$ cat src/hdl/uqpp_pkg.sv
`timescale 1ns / 1ps
// ----------------------------------------------------------------------------
// uqpp_pkg
// Shared types, character codes, known keys and unit multipliers for the
// URL query parameter parser.
// ----------------------------------------------------------------------------
package uqpp_pkg;

  localparam int MAX_VALUE_BYTES_DEF = 64;
  localparam int MULT_W              = 43;
  localparam int NUM_KEYS            = 4;
  localparam int KEY_MAX_LEN         = 9;

  // Character codes.
  localparam logic [7:0] CH_QMARK = 8'h3F;
  localparam logic [7:0] CH_HASH  = 8'h23;
  localparam logic [7:0] CH_SPACE = 8'h20;
  localparam logic [7:0] CH_AMP   = 8'h26;
  localparam logic [7:0] CH_EQ    = 8'h3D;
  localparam logic [7:0] CH_S     = 8'h73;
  localparam logic [7:0] CH_M     = 8'h6D;
  localparam logic [7:0] CH_H     = 8'h68;
  localparam logic [7:0] CH_N     = 8'h6E;
  localparam logic [7:0] CH_U     = 8'h75;

  // Key codes.
  localparam logic [1:0] KEY_DB        = 2'd0;
  localparam logic [1:0] KEY_PRECISION = 2'd1;
  localparam logic [1:0] KEY_USER      = 2'd2;
  localparam logic [1:0] KEY_PASSWORD  = 2'd3;

  localparam logic [7:0] KEY_CHARS [NUM_KEYS][KEY_MAX_LEN] = '{
    '{8'h64, 8'h62, 8'h00, 8'h00, 8'h00, 8'h00, 8'h00, 8'h00, 8'h00},
    '{8'h70, 8'h72, 8'h65, 8'h63, 8'h69, 8'h73, 8'h69, 8'h6F, 8'h6E},
    '{8'h75, 8'h00, 8'h00, 8'h00, 8'h00, 8'h00, 8'h00, 8'h00, 8'h00},
    '{8'h70, 8'h00, 8'h00, 8'h00, 8'h00, 8'h00, 8'h00, 8'h00, 8'h00}
  };
  localparam logic [3:0] KEY_LEN [NUM_KEYS] = '{4'd2, 4'd9, 4'd1, 4'd1};

  // Nanoseconds per unit.
  localparam logic signed [MULT_W-1:0] MULT_NS      = 43'sd1;
  localparam logic signed [MULT_W-1:0] MULT_US      = 43'sd1000;
  localparam logic signed [MULT_W-1:0] MULT_MS      = 43'sd1000000;
  localparam logic signed [MULT_W-1:0] MULT_S       = 43'sd1000000000;
  localparam logic signed [MULT_W-1:0] MULT_MIN     = 43'sd60000000000;
  localparam logic signed [MULT_W-1:0] MULT_HOUR    = 43'sd3600000000000;
  localparam logic signed [MULT_W-1:0] MULT_UNKNOWN = '1;
  localparam logic signed [MULT_W-1:0] MULT_NONE    = '0;

  typedef enum logic [1:0] {
    S_IDLE = 2'b01,
    S_EMIT = 2'b10
  } state_t;

  typedef struct packed {
    logic take;   // accept the input byte
    logic step;   // issue the next result into the output register
  } cmd_t;

  typedef struct packed {
    logic fin_go;     // the byte offered ends a parameter that has results
    logic last_step;  // the next result to be issued is the final one
    logic out_valid;  // the output register holds a result
  } stat_t;

  // Expected key character at a position, zero beyond the longest key.
  function automatic logic [7:0] key_char(input logic [1:0] k, input logic [3:0] pos);
    logic [7:0] ch;
    ch = 8'h00;
    if (pos < 4'(KEY_MAX_LEN)) begin
      ch = KEY_CHARS[k][pos];
    end
    return ch;
  endfunction

  function automatic logic signed [MULT_W-1:0] unit_mult(
    input logic       len_one,
    input logic       len_two,
    input logic [7:0] a,
    input logic [7:0] b,
    input logic       ovf
  );
    logic signed [MULT_W-1:0] m;
    m = MULT_UNKNOWN;
    if (!ovf) begin
      if (len_one) begin
        if (a == CH_S) begin
          m = MULT_S;
        end else if (a == CH_M) begin
          m = MULT_MIN;
        end else if (a == CH_H) begin
          m = MULT_HOUR;
        end
      end else if (len_two && b == CH_S) begin
        if (a == CH_N) begin
          m = MULT_NS;
        end else if (a == CH_U) begin
          m = MULT_US;
        end else if (a == CH_M) begin
          m = MULT_MS;
        end
      end
    end
    return m;
  endfunction

endpackage

$ cat src/hdl/uqpp_ram.sv
`timescale 1ns / 1ps
// ----------------------------------------------------------------------------
// uqpp_ram
// Simple dual-port RAM, one write and one read port, registered read data.
// ----------------------------------------------------------------------------
module uqpp_ram #(
  parameter int WIDTH = 8,
  parameter int DEPTH = 64
) (
  input  logic                     clk,
  input  logic                     we,
  input  logic [$clog2(DEPTH)-1:0] waddr,
  input  logic [WIDTH-1:0]         wdata,
  input  logic                     re,
  input  logic [$clog2(DEPTH)-1:0] raddr,
  output logic [WIDTH-1:0]         rdata
);

  logic [WIDTH-1:0] mem [DEPTH];

  always_ff @(posedge clk) begin
    if (we) begin
      mem[waddr] <= wdata;
    end
    if (re) begin
      rdata <= mem[raddr];
    end
  end

endmodule

$ cat src/hdl/uqpp_ctrl.sv
`timescale 1ns / 1ps
// ----------------------------------------------------------------------------
// uqpp_ctrl
// Controller: takes bytes while idle and sequences the results of a
// finished parameter into the output register.
// ----------------------------------------------------------------------------
module uqpp_ctrl (
  input  logic            clk,
  input  logic            rst,
  input  logic            in_valid,
  output logic            in_ready,
  input  logic            out_ready,
  input  uqpp_pkg::stat_t stat,
  output uqpp_pkg::cmd_t  cmd
);

  uqpp_pkg::state_t state, state_next;

  always_comb begin
    state_next = state;
    cmd.take   = 1'b0;
    cmd.step   = 1'b0;
    in_ready   = 1'b0;
    unique case (state)
      uqpp_pkg::S_IDLE: begin
        in_ready = 1'b1;
        cmd.take = in_valid;
        if (in_valid && stat.fin_go) begin
          state_next = uqpp_pkg::S_EMIT;
        end
      end
      uqpp_pkg::S_EMIT: begin
        // A new result goes in whenever the output register is free or being emptied.
        cmd.step = !stat.out_valid || out_ready;
        if (cmd.step && stat.last_step) begin
          state_next = uqpp_pkg::S_IDLE;
        end
      end
      default: begin
        state_next = uqpp_pkg::S_IDLE;
      end
    endcase
  end

  always_ff @(posedge clk) begin
    if (rst) begin
      state <= uqpp_pkg::S_IDLE;
    end else begin
      state <= state_next;
    end
  end

endmodule

$ cat src/hdl/uqpp_dpath.sv
`timescale 1ns / 1ps
// ----------------------------------------------------------------------------
// uqpp_dpath
// Datapath: key matching, value buffer, parameter bookkeeping and the
// output register.
// ----------------------------------------------------------------------------
module uqpp_dpath #(
  parameter int MAX_VALUE_BYTES = uqpp_pkg::MAX_VALUE_BYTES_DEF
) (
  input  logic                                  clk,
  input  logic                                  rst,
  input  uqpp_pkg::cmd_t                        cmd,
  output uqpp_pkg::stat_t                       stat,
  input  logic [7:0]                            data_byte,
  input  logic                                  first_byte,
  input  logic                                  out_ready,
  output logic                                  out_valid,
  output logic [1:0]                            key_code,
  output logic [7:0]                            value_char,
  output logic                                  value_empty,
  output logic                                  value_truncated,
  output logic signed [uqpp_pkg::MULT_W-1:0]    time_multiplier,
  output logic                                  last_of_value
);

  localparam int LEN_W  = $clog2(MAX_VALUE_BYTES + 1);
  localparam int ADDR_W = $clog2(MAX_VALUE_BYTES);

  // Parameter scan state.
  logic             scan_active;
  logic             equals_seen;
  logic             key_invalid;
  logic [3:0]       key_match;
  logic [3:0]       key_length;
  logic [LEN_W-1:0] value_length;
  logic             value_overflow;
  logic [7:0]       byte0;
  logic [7:0]       byte1;

  // Emission of a finished parameter.
  logic [ADDR_W-1:0]                     emit_idx;
  logic [ADDR_W-1:0]                     emit_last_idx;
  logic                                  emit_empty;
  logic [1:0]                            emit_code;
  logic                                  emit_trunc;
  logic signed [uqpp_pkg::MULT_W-1:0]    emit_mult;

  logic [7:0] rdata;

  logic       is_end, is_amp, is_eq;
  logic       code_found;
  logic [1:0] code;
  logic [3:0] key_match_next;
  logic       store_byte;
  logic       last_issue;

  assign is_end = (data_byte == uqpp_pkg::CH_HASH) || (data_byte == uqpp_pkg::CH_SPACE);
  assign is_amp = (data_byte == uqpp_pkg::CH_AMP);
  assign is_eq  = (data_byte == uqpp_pkg::CH_EQ);

  always_comb begin
    code_found = 1'b0;
    code       = uqpp_pkg::KEY_DB;
    for (int i = 0; i < uqpp_pkg::NUM_KEYS; i++) begin
      if (key_match[i] && key_length == uqpp_pkg::KEY_LEN[i]) begin
        code_found = 1'b1;
        code       = 2'(i);
      end
    end
  end

  always_comb begin
    key_match_next = key_match;
    for (int i = 0; i < uqpp_pkg::NUM_KEYS; i++) begin
      if (key_length >= uqpp_pkg::KEY_LEN[i] ||
          uqpp_pkg::key_char(2'(i), key_length) != data_byte) begin
        key_match_next[i] = 1'b0;
      end
    end
  end

  assign stat.fin_go = scan_active && !first_byte && (is_end || is_amp) &&
                       equals_seen && !key_invalid && code_found;
  assign last_issue     = emit_empty || (emit_idx == emit_last_idx);
  assign stat.last_step = last_issue;
  assign stat.out_valid = out_valid;

  assign store_byte = cmd.take && !first_byte && scan_active && !is_end && !is_amp &&
                      !is_eq && equals_seen && (value_length < LEN_W'(MAX_VALUE_BYTES));

  always_ff @(posedge clk) begin
    if (rst) begin
      scan_active    <= 1'b0;
      equals_seen    <= 1'b0;
      key_invalid    <= 1'b0;
      key_match      <= 4'hF;
      key_length     <= 4'd0;
      value_length   <= '0;
      value_overflow <= 1'b0;
    end else if (cmd.take) begin
      if (first_byte || (scan_active && (is_end || is_amp))) begin
        equals_seen    <= 1'b0;
        key_invalid    <= 1'b0;
        key_match      <= 4'hF;
        key_length     <= 4'd0;
        value_length   <= '0;
        value_overflow <= 1'b0;
        if (first_byte) begin
          scan_active <= (data_byte == uqpp_pkg::CH_QMARK);
        end else if (is_end) begin
          scan_active <= 1'b0;
        end
      end else if (scan_active) begin
        if (is_eq) begin
          if (equals_seen) begin
            key_invalid <= 1'b1;
          end else begin
            equals_seen    <= 1'b1;
            value_length   <= '0;
            value_overflow <= 1'b0;
          end
        end else if (!equals_seen) begin
          key_match <= key_match_next;
          if (key_length != 4'hF) begin
            key_length <= key_length + 4'd1;
          end
        end else if (value_length < LEN_W'(MAX_VALUE_BYTES)) begin
          value_length <= value_length + LEN_W'(1);
        end else begin
          value_overflow <= 1'b1;
        end
      end
    end
  end

  // First two value bytes are kept aside for the unit lookup.
  always_ff @(posedge clk) begin
    if (store_byte && value_length == LEN_W'(0)) begin
      byte0 <= data_byte;
    end
    if (store_byte && value_length == LEN_W'(1)) begin
      byte1 <= data_byte;
    end
  end

  // Parameter snapshot taken when a parameter with results ends.
  always_ff @(posedge clk) begin
    if (cmd.take && stat.fin_go) begin
      emit_code     <= code;
      emit_trunc    <= value_overflow;
      emit_empty    <= (value_length == LEN_W'(0));
      emit_last_idx <= ADDR_W'(value_length - LEN_W'(1));
      emit_idx      <= '0;
      if (code == uqpp_pkg::KEY_PRECISION) begin
        emit_mult <= uqpp_pkg::unit_mult(value_length == LEN_W'(1),
                                         value_length == LEN_W'(2),
                                         byte0, byte1, value_overflow);
      end else begin
        emit_mult <= uqpp_pkg::MULT_NONE;
      end
    end else if (cmd.step) begin
      emit_idx <= emit_idx + ADDR_W'(1);
    end
  end

  uqpp_ram #(
    .WIDTH (8),
    .DEPTH (MAX_VALUE_BYTES)
  ) u_value_ram (
    .clk   (clk),
    .we    (store_byte),
    .waddr (value_length[ADDR_W-1:0]),
    .wdata (data_byte),
    .re    (cmd.step && !emit_empty),
    .raddr (emit_idx),
    .rdata (rdata)
  );

  // Output register; the value byte itself sits in the RAM's read register.
  always_ff @(posedge clk) begin
    if (rst) begin
      out_valid <= 1'b0;
    end else if (cmd.step) begin
      out_valid <= 1'b1;
    end else if (out_ready) begin
      out_valid <= 1'b0;
    end
  end

  always_ff @(posedge clk) begin
    if (cmd.step) begin
      key_code        <= emit_code;
      value_empty     <= emit_empty;
      value_truncated <= emit_trunc;
      time_multiplier <= emit_mult;
      last_of_value   <= last_issue;
    end
  end

  assign value_char = value_empty ? 8'h00 : rdata;

endmodule

$ cat src/hdl/url_query_param_parser_unit.sv
`timescale 1ns / 1ps
// The first result of a parameter passes from the snapshot, taken when the '&', '#' or space
// that ends it is accepted, to the output register; further results follow one per cycle
// while out_ready is high. Input: one byte per cycle while idle; it stalls while a value is
// emitted, one result per value byte (one for an empty value), via the single buffer read port.
// Reset (synchronous, rst high) clears the scan and handshake state; the value
// buffer is not cleared, as only bytes written for the current value are read.
// ----------------------------------------------------------------------------
// url_query_param_parser_unit
// Scans URL query bytes and emits the values of the recognised keys.
// ----------------------------------------------------------------------------
module url_query_param_parser_unit #(
  parameter int MAX_VALUE_BYTES = uqpp_pkg::MAX_VALUE_BYTES_DEF
) (
  input  logic                                  clk,
  input  logic                                  rst,
  input  logic                                  in_valid,
  output logic                                  in_ready,
  input  logic [7:0]                            data_byte,
  input  logic                                  first_byte,
  output logic                                  out_valid,
  input  logic                                  out_ready,
  output logic [1:0]                            key_code,
  output logic [7:0]                            value_char,
  output logic                                  value_empty,
  output logic                                  value_truncated,
  output logic signed [uqpp_pkg::MULT_W-1:0]    time_multiplier,
  output logic                                  last_of_value
);

  uqpp_pkg::cmd_t  cmd;
  uqpp_pkg::stat_t stat;

  uqpp_ctrl u_ctrl (
    .clk       (clk),
    .rst       (rst),
    .in_valid  (in_valid),
    .in_ready  (in_ready),
    .out_ready (out_ready),
    .stat      (stat),
    .cmd       (cmd)
  );

  uqpp_dpath #(
    .MAX_VALUE_BYTES (MAX_VALUE_BYTES)
  ) u_dpath (
    .clk             (clk),
    .rst             (rst),
    .cmd             (cmd),
    .stat            (stat),
    .data_byte       (data_byte),
    .first_byte      (first_byte),
    .out_ready       (out_ready),
    .out_valid       (out_valid),
    .key_code        (key_code),
    .value_char      (value_char),
    .value_empty     (value_empty),
    .value_truncated (value_truncated),
    .time_multiplier (time_multiplier),
    .last_of_value   (last_of_value)
  );

endmodule

$ cat config.mk
export PLATFORM = sky130hd
export DESIGN_NAME = url_query_param_parser_unit
export DESIGN_NICKNAME = d
export VERILOG_FILES = /design/src/hdl/uqpp_pkg.sv /design/src/hdl/uqpp_ram.sv /design/src/hdl/uqpp_ctrl.sv /design/src/hdl/uqpp_dpath.sv /design/src/hdl/url_query_param_parser_unit.sv
export SDC_FILE = /design/constraint.sdc
export NUM_CORES = 1
export LEC_CHECK = 0
export ABC_AREA = 1
export BUFFER_PORTS_ARGS = -buffer_cell sky130_fd_sc_hd__buf_2
export CAP_MARGIN = 20
export CORE_MARGIN = 1
export CORE_UTILIZATION = 29
export CTS_CLUSTER_DIAMETER = 60
export DETAILED_ROUTE_END_ITERATION = 10
export PLACE_DENSITY = 0.44
export SYNTH_ARGS = -nofsm -noshare
export SYNTH_HDL_FRONTEND = slang
export SYNTH_SLANG_ARGS = --single-unit
$ cat constraint.sdc
create_clock -name clk -period 6.4 [get_ports clk]
set_input_delay 1.6 -clock clk [delete_from_list [all_inputs] [get_ports clk]]
set_output_delay 1.6 -clock clk [all_outputs]
set_load 0.005 [all_outputs]
==> qor.csv <==
metric,value,unit
ys_seq_elements,609,
cts.clk_slew.worst_paths,0.06,ns
grt_start_max_net_pins,197,
placed_cell_area,0.0268,mm²
synth_async_sr_flop_share,0,
crit_required,6.63,ns
worst_pin_slew,0.954,ns
rr_worst_depth,8,
syn-num-nets,2209,
worst_hold_path_type,flip-flop to flip-flop,
power_density,290,mW/mm²
outcome,completed,
synth-main-ff-cell,edfxtp_1,
root_buffer,clkbuf_16,
fin_crit_sh,0.592,
use_met3,0.0209,
slew_violations,0,
max-slew-margin-rel,0.364,
r2r-end,u_dpath.u_value_ram.rdata[3],
rsz0062_at_grt,no,
gp_congestion,0.810,
syn_area,0.0255,mm²
grtUsageMet1,0.223,
avgSynthCellArea,11.7,µm²
fmax,264,MHz
start_util,0.293,
r2r_start,u_dpath.emit_idx[0],
cts_resized,0,
stdcell_area,0.0290,mm²
grt_pass1_vias,16757,
yosys.area.top_type,edfxtp_1,
synth.area.top_cells,"edfxtp_1 68%, nor2_1 6.2%, o21ai_0 4.7%, nand2_1 4.1%, nand3_1 2.4%",
ff2ff_setup_slack,3.09,ns
row_count,108,
antenna_found_initial,2,
numCtsBuffers,69,
end_kind,flip-flop,
initialDrtViolationCount,1550,
hold_path_depth,0,
area_growth,13.6,%
dr.pass1.iters,5,
layout-drive-gt1-share,0.106,
clock_latency,0.61,ns
synth_top_area_share,0.684,
p_total,8.42,mW
post-cts-setup-buffers,0,
portBuffers,70,
hold_path_end,u_dpath.value_truncated,
die_w,299,µm
dieArea,0.0892,mm²
wire_per_inst,21.5,µm
setup_ws,2.61,ns
grt_pass1_wl,109,mm
p_leak,9.82,nW
coreArea,0.0870,mm²
crit_type,input port to flip-flop,
ir_worst_vdd,0.138,mV
layout_commonest_cell,edfxtp_1,
multi_input_comb_area,0.00641,mm²
cts_tree,done,
setup_tns,0,ns
start_kind,input port,
yosysUniqueCellTypes,41,
viasPerCell,4.83,
h-tree-depth,3,
antenna_left,0,
clkSinkCount,609,
arrival,4.02,ns
grt_usage,0.164,
regArea,0.0180,mm²
crit_fanout,26,
cap_violations,0,
synthCells,2184,
ctsHoldBuffers,0,
clock_skew,0.0274,ns
final_hold_viol_count,0,
detailed_place_hpwl,44.4,mm
cts_max_path_buffers,3,
grt_overflow,0,
yosysWarningCount,0,
min_period,3.79,ns
synth-edff-count,581,
setup_violations,0,
fin_nets,2231,
wl,73.4,mm
grt_util_met2,0.273,
pin_count,71,
n_fill_cell,8757,
die_h,299,µm
drc,0,
yosysSeqAreaShare,0.705,
vias,16509,
final_cell_mix,"581 x edfxtp_1, 422 x nor2_1, 282 x nand2_1, 241 x o21ai_0, 122 x nand3_1",
top_usage_layer,met2,
dp_slack,1.95,ns
hold_start,u_dpath.emit_trunc,
## flip-flops by register name (all words and copies together) (netlist names), 2 cells and up
name,count
u_dpath.u_value_ram.mem,512
u_dpath.emit_mult,15
u_dpath.time_multiplier,15
u_dpath.byte0,8
u_dpath.byte1,8
u_dpath.u_value_ram.rdata,8
u_dpath.value_length,7
u_dpath.emit_idx,6
u_dpath.emit_last_idx,6
u_dpath.key_length,4
u_dpath.key_match,4
u_ctrl.state,2
u_dpath.emit_code,2
u_dpath.key_code,2
## how the worst max path moves through the flow
stage	startpoint	slack [ns]	end	cells past startpoint
6_report	data_byte[1]	2.61	u_dpath.u_value_ram.mem[56][3]	9
5_1_grt	data_byte[1]	2.39	u_dpath.u_value_ram.mem[40][3]	9
4_1_cts	data_byte[2]	2.57	u_dpath.u_value_ram.mem[54][1]	9
3_5_place_dp	data_byte[2]	1.95	u_dpath.u_value_ram.mem[54][2]	9
3_3_place_gp	data_byte[1]	1.96	u_dpath.u_value_ram.mem[54][4]	9
2_1_floorplan	out_ready	2.75	u_dpath.u_value_ram.rdata[0]	4
## Yosys cell counts, types with 2 or more instances
cell and instances:
nor2_4 2, buf_6 2, nor2_1 424, a21oi_2 2, nand3_1 122, xor2_1 8, nand2_1 282, nor3_1 13
o221ai_1 6, buf_2 32, clkbuf_1 59, nand3_2 3, nand3_4 6, dfxtp_1 28, nand4_1 9, a31oi_1 6
a21oi_1 52, o211ai_1 60, o21ai_0 241, inv_2 15, o21ai_1 22, or2_2 2, nand3b_1 9, xnor2_1 2
buf_4 45, nor4_1 3, ha_1 12, buf_1 4, edfxtp_1 581, nor3_2 4, o22ai_1 33, clkinv_1 3
inv_1 77, nand2_2 6, nor2_8 2, nor2_2 2
## layer usage
layer / wire (µm) / part of all wire
met1: 32900 / 0.45
met2: 35500 / 0.48
met3: 3380 / 0.046
met4: 1560 / 0.021
met5: 0 / 0
## where the power goes
part / internal [mW] / switching (mW)
sequential: 4.36 / 0.00893
combinational: 0.0428 / 0.176
clock: 2.24 / 1.59
total: 6.64 / 1.78
## metrics by stage
stage | utilization | instances | hold slack, ns
after floorplan | - | 2184 | 0.400
after global placement | 0.308 | 3289 | 0.406
final | 0.333 | 3417 | 0.417
after detailed placement | 0.308 | 3289 | 0.406
after CTS | 0.333 | 3415 | 0.420
after global routing | 0.333 | 3416 | 0.426
## cell families (layout without fill, tap and decap cells)
family / Yosys count / after routing / synth area share
xor+xnor: 10 / 10 / 0.00343
buf+inv: 237 / 314 / 0.0436
simple gates: 892 / 892 / 0.149
fa+ha+maj: 12 / 12 / 0.00588
compound gates: 424 / 424 / 0.0924
flops: 609 / 609 / 0.705
other cells: 0 / 1 / 0
## area by class of cell
cell class	count	area share
clock buffers	89	0.0647
repair buffers	93	0.0200
well taps	1155	0.0498
clock inverters	37	0.0104
flip-flops and latches	609	0.621
diodes	1	0.0000863
inverters	95	0.0125
multi-input cells	1338	0.221
## critical path, cell delays in order
cell     delay, ns
buf_2         0.51
nor2_1        0.14
nand2_1       0.14
nand3_2       0.11
nand2_1       0.14
nand3_4       0.17
nor2_8        0.18
nand2_2       0.34
nor2_1        0.66
Note: power is estimated with default switching activity, not from simulation.
